### config.mk
export PLATFORM = sky130hd
export DESIGN_NAME = calendar_clock_counter_unit
export DESIGN_NICKNAME = d
export VERILOG_FILES = /design/src/rtl/cclk_pkg.sv /design/src/rtl/calendar_clock_counter_unit.sv
export SDC_FILE = /design/constraint.sdc
export NUM_CORES = 1
export LEC_CHECK = 0
export ABC_CLOCK_PERIOD_IN_PS = 6480
export BUFFER_PORTS_ARGS = -buffer_cell sky130_fd_sc_hd__clkbuf_2
export CORE_MARGIN = 1.5
export CORE_UTILIZATION = 35
export DETAILED_ROUTE_END_ITERATION = 16
export PLACE_DENSITY = 0.66
export SETUP_SLACK_MARGIN = 0.2
export SLEW_MARGIN = 10
export SYNTH_ARGS = -nofsm -noshare
export SYNTH_HDL_FRONTEND = slang
export SYNTH_SLANG_ARGS = --single-unit
### constraint.sdc
create_clock -name i_clk -period 6.48 [get_ports i_clk]
set_input_delay 0.972 -clock i_clk [delete_from_list [all_inputs] [get_ports i_clk]]
set_output_delay 0.972 -clock i_clk [all_outputs]
set_load 0.05 [all_outputs]
### src/rtl/cclk_pkg.sv
// cclk_pkg: command codes, reset values and month-length lookup for the
// calendar clock counter. No dependencies.

package cclk_pkg;

    // Command codes carried in the cmd field of an input item
    typedef enum logic [1:0] {
        CMD_TICK     = 2'd0,
        CMD_SET_TIME = 2'd1,
        CMD_SET_DATE = 2'd2,
        CMD_NONE     = 2'd3
    } t_cmd;

    // Field widths
    localparam int unsigned SEC_W   = 6;
    localparam int unsigned MIN_W   = 6;
    localparam int unsigned HOUR_W  = 5;
    localparam int unsigned DAY_W   = 5;
    localparam int unsigned MONTH_W = 4;
    localparam int unsigned YEAR_W  = 14;

    // Limits
    localparam logic [SEC_W:0]   SEC_MAX   = 7'd59;
    localparam logic [MIN_W:0]   MIN_MAX   = 7'd59;
    localparam logic [HOUR_W:0]  HOUR_MAX  = 6'd23;
    localparam logic [MONTH_W:0] MONTH_MAX = 5'd12;
    localparam logic [YEAR_W:0]  YEAR_MAX  = 15'd9999;

    // Values after reset
    localparam logic [SEC_W-1:0]   RST_SEC   = 6'd0;
    localparam logic [MIN_W-1:0]   RST_MIN   = 6'd30;
    localparam logic [HOUR_W-1:0]  RST_HOUR  = 5'd8;
    localparam logic [DAY_W-1:0]   RST_DAY   = 5'd10;
    localparam logic [MONTH_W-1:0] RST_MONTH = 4'd4;
    localparam logic [YEAR_W-1:0]  RST_YEAR  = 14'd2022;

    // Days in a month; leap year is any year divisible by 4.
    // Month codes outside 1..12 get 31 days.
    function automatic logic [DAY_W-1:0] month_length(
        input logic [MONTH_W-1:0] month,
        input logic [YEAR_W-1:0]  year
    );
        logic [DAY_W-1:0] len;
        case (month) inside
            4'd2: begin
                len = (year[1:0] == 2'b00) ? 5'd29 : 5'd28;
            end
            4'd4, 4'd6, 4'd9, 4'd11: begin
                len = 5'd30;
            end
            default: begin
                len = 5'd31;
            end
        endcase
        return len;
    endfunction

endpackage

### src/rtl/calendar_clock_counter_unit.sv
// calendar_clock_counter_unit: real-time calendar counter with tick and
// time/date write commands. Depends on cclk_pkg.
//
//   channel | direction | handshake           | payload
//   --------+-----------+---------------------+--------------------------------
//   in      | input     | i_valid / o_stall   | i_cmd, i_new_hour .. i_new_year
//   out     | output    | o_valid / i_stall   | o_cur_second .. o_cur_year
//
// Each item passes an input register, then one pass of carry logic that
// loads the calendar registers, which are also the output register.
// One item per cycle is sustained while the output is not stalled, the calendar
// registers being read and written in the same cycle of the carry logic.
// Reset (synchronous, active low) sets 08:30:00 on 10 April 2022.
// A stall at the output holds the calendar registers; the input register
// then fills and o_stall rises.

module calendar_clock_counter_unit (
    input  logic                          i_clk,
    input  logic                          i_rst_n,
    // input channel
    input  logic                          i_valid,
    output logic                          o_stall,
    input  logic [1:0]                    i_cmd,
    input  logic [cclk_pkg::HOUR_W-1:0]   i_new_hour,
    input  logic [cclk_pkg::MIN_W-1:0]    i_new_minute,
    input  logic [cclk_pkg::SEC_W-1:0]    i_new_second,
    input  logic [cclk_pkg::DAY_W-1:0]    i_new_day,
    input  logic [cclk_pkg::MONTH_W-1:0]  i_new_month,
    input  logic [cclk_pkg::YEAR_W-1:0]   i_new_year,
    // output channel
    output logic                          o_valid,
    input  logic                          i_stall,
    output logic [cclk_pkg::SEC_W-1:0]    o_cur_second,
    output logic [cclk_pkg::MIN_W-1:0]    o_cur_minute,
    output logic [cclk_pkg::HOUR_W-1:0]   o_cur_hour,
    output logic [cclk_pkg::DAY_W-1:0]    o_cur_day,
    output logic [cclk_pkg::MONTH_W-1:0]  o_cur_month,
    output logic [cclk_pkg::YEAR_W-1:0]   o_cur_year
);

    // Input register
    logic                          r_in_valid;
    cclk_pkg::t_cmd                r_cmd;
    logic [cclk_pkg::HOUR_W-1:0]   r_new_hour;
    logic [cclk_pkg::MIN_W-1:0]    r_new_minute;
    logic [cclk_pkg::SEC_W-1:0]    r_new_second;
    logic [cclk_pkg::DAY_W-1:0]    r_new_day;
    logic [cclk_pkg::MONTH_W-1:0]  r_new_month;
    logic [cclk_pkg::YEAR_W-1:0]   r_new_year;

    // Calendar registers (also the output register)
    logic                          r_out_valid;
    logic [cclk_pkg::SEC_W-1:0]    r_sec;
    logic [cclk_pkg::MIN_W-1:0]    r_min;
    logic [cclk_pkg::HOUR_W-1:0]   r_hour;
    logic [cclk_pkg::DAY_W-1:0]    r_day;
    logic [cclk_pkg::MONTH_W-1:0]  r_month;
    logic [cclk_pkg::YEAR_W-1:0]   r_year;

    logic [cclk_pkg::SEC_W-1:0]    n_sec;
    logic [cclk_pkg::MIN_W-1:0]    n_min;
    logic [cclk_pkg::HOUR_W-1:0]   n_hour;
    logic [cclk_pkg::DAY_W-1:0]    n_day;
    logic [cclk_pkg::MONTH_W-1:0]  n_month;
    logic [cclk_pkg::YEAR_W-1:0]   n_year;

    // Handshake control
    logic out_free;
    logic advance;
    logic in_load;

    assign out_free = !r_out_valid || !i_stall;
    assign advance  = r_in_valid && out_free;
    assign in_load  = i_valid && !o_stall;
    assign o_stall  = r_in_valid && !out_free;
    assign o_valid  = r_out_valid;

    // Capture an accepted item
    always_ff @(posedge i_clk) begin
        if (!i_rst_n) begin
            r_in_valid <= 1'b0;
        end else if (in_load) begin
            r_in_valid <= 1'b1;
        end else if (advance) begin
            r_in_valid <= 1'b0;
        end
        if (in_load) begin
            r_cmd        <= cclk_pkg::t_cmd'(i_cmd);
            r_new_hour   <= i_new_hour;
            r_new_minute <= i_new_minute;
            r_new_second <= i_new_second;
            r_new_day    <= i_new_day;
            r_new_month  <= i_new_month;
            r_new_year   <= i_new_year;
        end
    end

    // Tick carry chain; each stage compared whether or not a carry came in
    logic [cclk_pkg::SEC_W:0]      sec_p;
    logic [cclk_pkg::MIN_W:0]      min_p;
    logic [cclk_pkg::HOUR_W:0]     hour_p;
    logic [cclk_pkg::DAY_W:0]      day_p;
    logic [cclk_pkg::MONTH_W:0]    month_p;
    logic [cclk_pkg::YEAR_W:0]     year_p;
    logic                          c_sec;
    logic                          c_min;
    logic                          c_hour;
    logic                          c_day;
    logic                          c_month;
    logic [cclk_pkg::DAY_W-1:0]    mlen;
    logic [cclk_pkg::SEC_W-1:0]    t_sec;
    logic [cclk_pkg::MIN_W-1:0]    t_min;
    logic [cclk_pkg::HOUR_W-1:0]   t_hour;
    logic [cclk_pkg::DAY_W-1:0]    t_day;
    logic [cclk_pkg::MONTH_W-1:0]  t_month;
    logic [cclk_pkg::YEAR_W-1:0]   t_year;

    always_comb begin
        sec_p  = {1'b0, r_sec} + 7'd1;
        c_sec  = sec_p > cclk_pkg::SEC_MAX;
        t_sec  = c_sec ? '0 : sec_p[cclk_pkg::SEC_W-1:0];

        min_p  = {1'b0, r_min} + {6'd0, c_sec};
        c_min  = min_p > cclk_pkg::MIN_MAX;
        t_min  = c_min ? '0 : min_p[cclk_pkg::MIN_W-1:0];

        hour_p = {1'b0, r_hour} + {5'd0, c_min};
        c_hour = hour_p > cclk_pkg::HOUR_MAX;
        t_hour = c_hour ? '0 : hour_p[cclk_pkg::HOUR_W-1:0];

        mlen   = cclk_pkg::month_length(r_month, r_year);
        day_p  = {1'b0, r_day} + {5'd0, c_hour};
        c_day  = day_p > {1'b0, mlen};
        t_day  = c_day ? 5'd1 : day_p[cclk_pkg::DAY_W-1:0];

        month_p = {1'b0, r_month} + {4'd0, c_day};
        c_month = month_p > cclk_pkg::MONTH_MAX;
        t_month = c_month ? 4'd1 : month_p[cclk_pkg::MONTH_W-1:0];

        // year moves only on a month carry and wraps past 9999
        year_p = {1'b0, r_year} + 15'd1;
        if (!c_month) begin
            t_year = r_year;
        end else if (year_p > cclk_pkg::YEAR_MAX) begin
            t_year = '0;
        end else begin
            t_year = year_p[cclk_pkg::YEAR_W-1:0];
        end
    end

    // Command select
    always_comb begin
        n_sec   = r_sec;
        n_min   = r_min;
        n_hour  = r_hour;
        n_day   = r_day;
        n_month = r_month;
        n_year  = r_year;
        case (r_cmd)
            cclk_pkg::CMD_TICK: begin
                n_sec   = t_sec;
                n_min   = t_min;
                n_hour  = t_hour;
                n_day   = t_day;
                n_month = t_month;
                n_year  = t_year;
            end
            cclk_pkg::CMD_SET_TIME: begin
                n_hour = r_new_hour;
                n_min  = r_new_minute;
                n_sec  = r_new_second;
            end
            cclk_pkg::CMD_SET_DATE: begin
                n_day   = r_new_day;
                n_month = r_new_month;
                n_year  = r_new_year;
            end
            default: begin
                // unused command leaves the calendar as it is
            end
        endcase
    end

    // Calendar registers and output valid
    always_ff @(posedge i_clk) begin
        if (!i_rst_n) begin
            r_out_valid <= 1'b0;
            r_sec       <= cclk_pkg::RST_SEC;
            r_min       <= cclk_pkg::RST_MIN;
            r_hour      <= cclk_pkg::RST_HOUR;
            r_day       <= cclk_pkg::RST_DAY;
            r_month     <= cclk_pkg::RST_MONTH;
            r_year      <= cclk_pkg::RST_YEAR;
        end else begin
            if (advance) begin
                r_out_valid <= 1'b1;
                r_sec       <= n_sec;
                r_min       <= n_min;
                r_hour      <= n_hour;
                r_day       <= n_day;
                r_month     <= n_month;
                r_year      <= n_year;
            end else if (out_free) begin
                r_out_valid <= 1'b0;
            end
        end
    end

    assign o_cur_second = r_sec;
    assign o_cur_minute = r_min;
    assign o_cur_hour   = r_hour;
    assign o_cur_day    = r_day;
    assign o_cur_month  = r_month;
    assign o_cur_year   = r_year;

    // Input side stalls only behind a full, stalled output register
    a_stall_cause: assert property (@(posedge i_clk) disable iff (!i_rst_n)
        o_stall |-> (r_in_valid && r_out_valid && i_stall))
        else $error("input stalled without a blocked result");

    // Calendar moves only when an item passes into the output register
    a_hold_calendar: assert property (@(posedge i_clk) disable iff (!i_rst_n)
        !advance |=> ($stable(r_sec) && $stable(r_min) && $stable(r_hour)
                      && $stable(r_day) && $stable(r_month) && $stable(r_year)))
        else $error("calendar changed with no item");

    // Time write stores the given fields
    a_time_write: assert property (@(posedge i_clk) disable iff (!i_rst_n)
        (advance && r_cmd == cclk_pkg::CMD_SET_TIME) |=>
            (r_sec == $past(r_new_second) && r_min == $past(r_new_minute)
             && r_hour == $past(r_new_hour)))
        else $error("time write not stored");

    // Tick below the second limit only advances the second
    a_tick_plain: assert property (@(posedge i_clk) disable iff (!i_rst_n)
        (advance && r_cmd == cclk_pkg::CMD_TICK && r_sec < 6'd59 && r_min < 6'd60
         && r_hour < 5'd24) |=>
            (r_sec == $past(r_sec) + 6'd1 && r_min == $past(r_min)
             && r_hour == $past(r_hour)))
        else $error("tick carried without overflow");

endmodule

# == Yosys cells after proc, flatten, opt, wreduce, memory -nomap -nowiden ==
# Cells that the tools add are included.
# classes
n_addsub,6
multipliers,0
div_mod_pow,0
n_lt_le_gt_ge,6
eq_ne,8
n_shift,0
mux,20
n_bitwise,0
n_reduce_logical,18
# ops
op,n
14-bit two-way mux,2
14-bit one-hot mux with 2 select lines,1
6-bit one-hot mux with 2 select lines,2
5-bit one-hot mux with 2 select lines,2
14-bit by 1-bit adder with 15-bit output (second input constant),1
15-bit by 14-bit > comparator with 1-bit output (second input constant),1
7-bit by 6-bit > comparator with 1-bit output (second input constant),2
5-bit by 1-bit adder with 6-bit output,2
6-bit two-way mux,2
5-bit two-way mux,2
4-bit by 3-bit equality test with 1-bit output (second input constant),2
4-bit equality test (second input constant),2
4-bit one-hot mux with 2 select lines,1
2-bit nonzero test,4
6-bit by 1-bit adder with 7-bit output,1
6-bit by 1-bit adder with 7-bit output (second input constant),1
6-bit by 5-bit > comparator with 1-bit output,1
6-bit by 5-bit > comparator with 1-bit output (second input constant),1
1-bit two-way mux,6
4-bit by 1-bit adder with 5-bit output,1
5-bit by 4-bit > comparator with 1-bit output (second input constant),1
4-bit by 2-bit equality test with 1-bit output (second input constant),1
1-bit logical NOT,4
2-bit logical NOT,2
other kinds (10),13
# word_totals
register_bits,84
latch_bits,0
mem_bits_rw,0
mem_bits_ro,0
input_bits,46
out_inout_bits,42
elab_cells,73
memories,0

# == Depth between registers and ports, before layout ==
# Gate-level depths: netlist (run 1).
# depth
word_depth,12
depth_mapped,33
depth_no_buf,32

# == Worst setup path before layout (run 1) ==
# No wires, ideal clock.
# synth_path
path_type,reg-to-reg
from,reg r_sec (netlist bit o_cur_second[0])
to,reg r_year (netlist bit o_cur_year[12])
setup_time_ns,0.120
t_arrival_ns,6.869
required_ns,6.360
path_slack_ns,-0.509
path_stages_with_launch,33
path_buffers,1
period_less_slack_ns,6.989
cell_sequence,dfxtp_1 -> ha_1 -> nand3b_1 -> xnor2_1 -> nand3_1 -> o22ai_1 -> ha_1 -> nand3_1 -> and2_1 -> o21ai_0 -> a21oi_1 -> ha_1 -> ha_1 -> and3b_1 -> mux2_2 -> a32o_1 -> ha_1 -> ha_1 -> ha_1 -> nand2_1 -> nand2_1 -> nor4_1 -> a31o_2 -> ha_1 -> ha_1 -> a2bb2oi_1 -> o211ai_1 -> nand2_1 -> o31ai_1 -> clkbuf_1 -> nor4b_1 -> o211ai_1 -> nand2_1
# synth_between
elab_chain_len,12
# synth_rtl
item,line,source
from (decl),calendar_clock_counter_unit.sv:53,logic [cclk_pkg::SEC_W-1:0] r_sec;
from (signal assigned),calendar_clock_counter_unit.sv:188,r_sec <= cclk_pkg::RST_SEC;
from (signal assigned),calendar_clock_counter_unit.sv:197,r_sec <= n_sec;
6-bit by 1-bit adder with 7-bit output,calendar_clock_counter_unit.sv:119,"sec_p = {1'b0, r_sec} + 7'd1;"
7-bit by 6-bit > comparator with 1-bit output,calendar_clock_counter_unit.sv:120,c_sec = sec_p > cclk_pkg::SEC_MAX;
6-bit by 1-bit adder with 7-bit output,calendar_clock_counter_unit.sv:123,"min_p = {1'b0, r_min} + {6'd0, c_sec};"
7-bit by 6-bit > comparator with 1-bit output,calendar_clock_counter_unit.sv:124,c_min = min_p > cclk_pkg::MIN_MAX;
5-bit by 1-bit adder with 6-bit output,calendar_clock_counter_unit.sv:127,"hour_p = {1'b0, r_hour} + {5'd0, c_min};"
6-bit by 5-bit > comparator with 1-bit output,calendar_clock_counter_unit.sv:128,c_hour = hour_p > cclk_pkg::HOUR_MAX;
5-bit by 1-bit adder with 6-bit output,calendar_clock_counter_unit.sv:132,"day_p = {1'b0, r_day} + {5'd0, c_hour};"
6-bit by 5-bit > comparator with 1-bit output,calendar_clock_counter_unit.sv:133,"c_day = day_p > {1'b0, mlen};"
4-bit by 1-bit adder with 5-bit output,calendar_clock_counter_unit.sv:136,"month_p = {1'b0, r_month} + {4'd0, c_day};"
5-bit by 4-bit > comparator with 1-bit output,calendar_clock_counter_unit.sv:137,c_month = month_p > cclk_pkg::MONTH_MAX;
2-bit != test (no line),--,
3-bit AND reduction (no line),--,
to (signal assigned),calendar_clock_counter_unit.sv:193,r_year <= cclk_pkg::RST_YEAR;
to (signal assigned),calendar_clock_counter_unit.sv:202,r_year <= n_year;
to (decl),calendar_clock_counter_unit.sv:58,logic [cclk_pkg::YEAR_W-1:0] r_year;
# Every way passes these cells.
# A chain may end at the register's enable or synchronous reset.

# == Worst setup path in the final report (run 1) ==
# layout_path
from,reg r_sec (netlist bit o_cur_second[1])
to,reg r_year (netlist bit o_cur_year[12])
# Same word-level chain as after synthesis.

==> results of run 1 <==
[report_power, final]
group / internal [mW] / switching (mW) / total [mW] / leakage, nW
Sequential: 0.584 / 0.0262 / 0.611 / 0.755
Clock: 0.332 / 0.209 / 0.542 / 0.161
Combinational: 0.0459 / 0.0909 / 0.137 / 1.24
Total: 0.963 / 0.327 / 1.29 / 2.15
[final cells by class]
class / instances / area (um^2)
Sequential cell: 84 / 2110
Timing Repair Buffer: 101 / 543
Tap cell: 168 / 210
Multi-Input combinational cell: 331 / 2310
Clock inverter: 5 / 57.6
Fill cell: 1146 / 6570
Inverter: 25 / 93.8
Clock buffer: 11 / 264
[cell families (layout without fill, tap and decap cells)]
| family | count (synthesis) | after routing | synth area share (%) |
|---|---|---|---|
| AND/OR/NAND/NOR | 164 | 164 | 18.7 |
| AO/OA/AOI/OAI | 137 | 137 | 21.6 |
| flip-flops | 84 | 84 | 47.6 |
| buffers and inverters | 52 | 142 | 4.67 |
| adder cells (fa/ha/maj) | 15 | 15 | 4.25 |
| XOR/XNOR | 13 | 13 | 2.75 |
| multiplexers | 2 | 2 | 0.481 |
[worst max-delay path by stage]
stage / slack [ns] / cells after the start / endpoint / startpoint
6_report: 0.50 / 32 / o_cur_year[12] / o_cur_second[1]
5_1_grt: 0.16 / 32 / o_cur_year[12] / o_cur_second[1]
4_1_cts: 0.21 / 31 / o_cur_month[1] / o_cur_second[0]
3_5_place_dp: -0.06 / 31 / o_cur_year[11] / o_cur_second[0]
3_3_place_gp: 0.21 / 31 / o_cur_year[11] / o_cur_second[0]
2_1_floorplan: 0.21 / 31 / o_cur_year[12] / o_cur_second[0]
[cell usage after synthesis (2+ instances only)]
cell type  instances
nor4_1             8
inv_1             24
nand2_1           45
nand4b_1           2
a32o_1             2
or4_1              2
o22ai_1            4
nand3_2            2
o21ai_0           28
edfxtp_1          42
nand3_1           24
o221ai_1           6
clkbuf_2           2
clkbuf_1          23
o311ai_0           2
xnor2_1            8
a221oi_1           8
o32ai_1            2
a21oi_1           23
a31oi_1           20
a2bb2oi_1          5
o31ai_1            4
xor2_1             4
o211ai_1          10
a41oi_1            3
dfxtp_1           42
or2_2              3
and3_1             8
nor4b_1            4
a211oi_1           2
nand4_1            3
a22oi_1            2
a21o_1             3
ha_1              15
nor2_1            36
nor3_1            13
nand2b_1           4
and2_1             2
[metal layers]
metal  track usage (%)  up-vias  wire, um
met5                 0        -         0
met4              9.38        0       244
met3              3.74       21       613
met2              29.3      144      5820
met1              22.9     1971      5290
li1                  -     1943         -
[registers in the layout, indices dropped and copies added (netlist names), 5 cells and up]
name          flops
r_new_minute      6
o_cur_second      6
r_new_second      6
o_cur_minute      6
o_cur_year       14
r_new_hour        5
r_new_day         5
r_new_year       14
o_cur_hour        5
o_cur_day         5
[through the flow]
step / instance area (um^2) / setup slack, ns / utilization [%]
floorplan: 4460 / 0.213 / -
global placement: 5040 / 0.206 / 41.4
detailed placement: 5040 / -0.0648 / 41.4
CTS: 5450 / 0.206 / 44.8
global route: 5590 / 0.163 / 46.0
finish: 5590 / 0.498 / 46.0
[repair_timing]
item | 4_1_cts | 5_1_grt
pin swaps | 8 | 10
buffers inserted | 4 | 4
gates resized for setup | 15 | 15
cloned | 1 | 0
setup endpoints to repair | 17 | 18
[critical path, delay by kind of cell, from the launching register on]
kind	cells	cell delay, ns
compound gates	9	1.82
xor+xnor	1	0.13
fa+ha+maj	9	1.88
buf+inv	1	0.18
flops	1	0.38
mux	1	0.25
simple gates	11	1.23
==> flow_summary.toml, run 1 <==
[outcome]
outcome = "finished clean"

[die]
die_w_um = 115
initial_utilization_pct = 36.3
die_area_mm2 = 0.0133
coreArea_mm2 = 0.0122
pin_count = 88
rows = 40
die_h_um = 115

[min_path]
hold_end = "o_cur_year[12]"
min_from = "r_new_year[12]"
holdPathStages = 2
hold_class = "reg2reg"

[synth]
synth_seq_cells = 84
syn-cell-area_mm2 = 0.00442
synth.distinct_cells = 65
synthTopCellsByArea = "edfxtp_1 29%, dfxtp_1 19%, ha_1 4.2%, nand2_1 3.8%, o21ai_0 3.2%"
synth_largest_area_cell = "edfxtp_1"
synth_edf_count = 42
synth_top_flop_cell = "edfxtp_1"
yosysTopAreaCellShare_pct = 28.5
synth_area_per_cell_um2 = 9.46
synth-async-reset-ratio_pct = 0
ys_seq_area_share_pct = 47.6
synth.net_count = 528
synthCells = 467
ys_warn_count = 0

[worst_setup_path]
reg2reg_depth = 32
critPathMaxStageDelay_ns = 0.38
critPathLaunchType = "flop"
cp_max_fo = 8
cp_data_arrival_time_ns = 6.21
critical_path_class = "reg2reg"
critPathRequiredTime_ns = 6.71
r2r_slack_ns = 0.50
r2r_start = "o_cur_second[1]"
endpoint_kind = "flop"
path_common_cell = "ha_4"
r2r_end = "o_cur_year[12]"
cp_slowest_cell = "dfxtp_4"

[detailed_routing]
first_pass_iters = 4
wl_per_cell_um = 16.5
vias = 4079
drc = 0
totalWireLength_um = 12000
dr.first_iter.drc_count = 267
via_per_inst = 5.63
ant_nets = 0

[power_and_ir_drop]
power_density_mw_per_mm2 = 230
power_mw = 1.29
leakage_nw = 2.15
ir_worst_vdd_uv = 128

[timing]
fin_crit_ns = 5.98
max_freq_ghz = 0.167
min_period_over_period_pct = 92.3
fin_setup_tns_ns = 0
timing.slew.headroom_pct = 21.0
whs_ns = 0.463
tightest_slew_ns = 1.18
finalSetupViolCount = 0
hold_viol = 0
finalMaxSlewViolations = 0
grt_setup_unrepaired = "no"
skew_ns = 0.00900

[finish]
num_antenna_cells = 0
stdcell_count = 725
final_common_cell = "clkbuf_2"
final_layout_size_suffix_gt1_share_pct = 29.3
fin_nets = 613
syn_to_final_growth_pct = 26.6
most-common-layout-cells = "88 x clkbuf_2, 45 x nand2_1, 42 x edfxtp_1"

[global_routing]
grt_pass1_wl_um = 18800
overflow = 0
antenna_found_initial = 0
grt_use_total_pct = 18.1
grt_max_degree = 43
grt_pass1_vias = 3850

[clocking]
cts_max_level = 3
cts_tree = "built"
holdBufCountCts = 0
numCtsBuffers = 9
cts_root_buffer = "clkbuf_16"
clkLatencyLatePin_ns = 0.34
cts_sinks = 84
clkTransAtPathRegs_ns = 0.06
cts_buffer_depth = 2

[placement]
dp.cells = 700
port_buffers = 87
gp_congestion = 0.900
dp_hpwl_um = 8090

[job]
drv_cap = 0
Power figures use the tool's default switching activity.
==> run 2: changes to the inputs <==
--- a/config.mk
+++ b/config.mk
@@ -10,7 +10,6 @@
 export CORE_MARGIN = 1.5
 export CORE_UTILIZATION = 35
 export DETAILED_ROUTE_END_ITERATION = 16
-export PLACE_DENSITY = 0.66
 export SETUP_SLACK_MARGIN = 0.2
 export SLEW_MARGIN = 10
 export SYNTH_ARGS = -nofsm -noshare
==> flow_summary.toml, run 2 (synthesis gave the netlist of run 1 again) <==
[clocking]
cts_tree = "built"
clkTransAtPathRegs_ns = 0.06
cts_max_level = 3
cts_buffer_depth = 2
cts_root_buffer = "clkbuf_16"
cts_sinks = 84
numCtsBuffers = 9
clkLatencyLatePin_ns = 0.35

[timing]
timing.slew.headroom_pct = 25.0
fin_setup_tns_ns = 0
hold_viol = 0
setup_ws_ns = 0.423
finalMaxSlewViolations = 0
skew_ns = 0.0126
min_period_over_period_pct = 93.5
grt_setup_unrepaired = "yes"
finalSetupViolCount = 0
tightest_slew_ns = 1.12
fin_crit_ns = 6.06
max_freq_ghz = 0.165

[die]
initial_utilization_pct = 36.3
rows = 40
pin_count = 88
die_w_um = 115
die_area_mm2 = 0.0133
coreArea_mm2 = 0.0122
die_h_um = 115

[min_path]
hold_class = "reg2reg"

[global_routing]
antenna_found_initial = 0
grt_pass1_wl_um = 19000
grt_use_total_pct = 18.4
overflow = 0
grt_max_degree = 43
grt_pass1_vias = 3828

[power_and_ir_drop]
ir_worst_vdd_uv = 189
power_density_mw_per_mm2 = 226
leakage_nw = 2.14

[outcome]
outcome = "finished clean"

[detailed_routing]
ant_nets = 0
totalWireLength_um = 12200
dr.first_iter.drc_count = 303
first_pass_iters = 5
drc = 0
vias = 4015
wl_per_cell_um = 16.8
via_per_inst = 5.55

[finish]
fin_nets = 612
num_antenna_cells = 0
syn_to_final_growth_pct = 27.9
final_common_cell = "clkbuf_2"
finish.utilization_pct = 46.5
most-common-layout-cells = "87 x clkbuf_2, 43 x nand2_1, 42 x edfxtp_1"
final_layout_size_suffix_gt1_share_pct = 30.0

[placement]
gp_congestion = 0.912
port_buffers = 87
dp_hpwl_um = 8120
dp_slack_ns = -0.0376

[worst_setup_path]
cp_max_fo = 8
critPathRequiredTime_ns = 6.71
cp_slowest_cell = "dfxtp_4"
endpoint_kind = "flop"
critPathLaunchType = "flop"
path_common_cell = "ha_4"
cp_data_arrival_time_ns = 6.29
critical_path_class = "reg2reg"
critPathMaxStageDelay_ns = 0.38

[job]
drv_cap = 0
==> run 2: cell types whose count changed in the layout (fill, tap and decap cells not counted), sizes merged <==
cell / change
clkinvlp: +1
clkbuf: -1
inv: +1
clkinv: -2
==> run 2: path summary, 6_finish.rpt <==
path | from | to | slack (ns) | cells after the start
setup / recovery | o_cur_second[1] | o_cur_year[11] | 0.42 | 32
hold / removal | r_new_year[12] | o_cur_year[12] | 0.47 | 2
setup reg to reg | o_cur_second[1] | o_cur_year[11] | 0.42 | 32
hold reg to reg | r_new_year[12] | o_cur_year[12] | 0.47 | 2
==> run 2: timing repair <==
item	in CTS	in global routing
pin swaps	7	22
gates cloned	1	0
hold endpoints to repair	0	0
endpoints found under the setup margin	17	18
buffers inserted	2	5
gates resized for setup	16	28
hold buffers	0	0
==> run 2: worst max-delay path: cells and delay by family, from the launching register on <==
kind	cells	cell delay, ns
AO/OA/AOI/OAI	9	1.79
adder cells (fa/ha/maj)	9	1.73
AND/OR/NAND/NOR	11	1.40
flip-flops	1	0.38
multiplexers	1	0.25
buffers and inverters	1	0.19
XOR/XNOR	1	0.16
==> run 2: layer usage <==
metal / GRT usage [%] / share of wire (%) / vias up / routed length, um
met2: 30.8 / 49 / 149 / 5990
met1: 23.2 / 44 / 1917 / 5330
met5: 0 / 0 / - / 0
li1: - / - / 1936 / -
met3: 5.11 / 5.8 / 13 / 703
met4: 5.60 / 1.3 / 0 / 157
==> run 2: area by class of cell <==
class,count,area [um^2]
clock inverters,5,60.1
flip-flops and latches,84,2110
fillers,1148,6510
clock buffers,11,243
inverters,25,93.8
repair buffers,100,538
well taps,168,210
multi-input cells,331,2390
==> run 2: through the flow <==
stage          total power [mW]  cell area (um^2)  instances  hold slack [ns]
3_3_place_gp              0.748              5040        700            0.457
5_1_grt                    1.33              5650        724            0.514
4_1_cts                    1.28              5420        719            0.473
2_1_floorplan             0.705              4460        467            0.427
3_5_place_dp              0.750              5040        700            0.460
6_report                   1.28              5650        724            0.466
==> run 2: power breakdown <==
part	switching [mW]	total (mW)	internal, mW
Sequential	0.0273	0.612	0.584
Clock	0.215	0.525	0.311
Combinational	0.0919	0.138	0.0464
Total	0.334	1.28	0.941
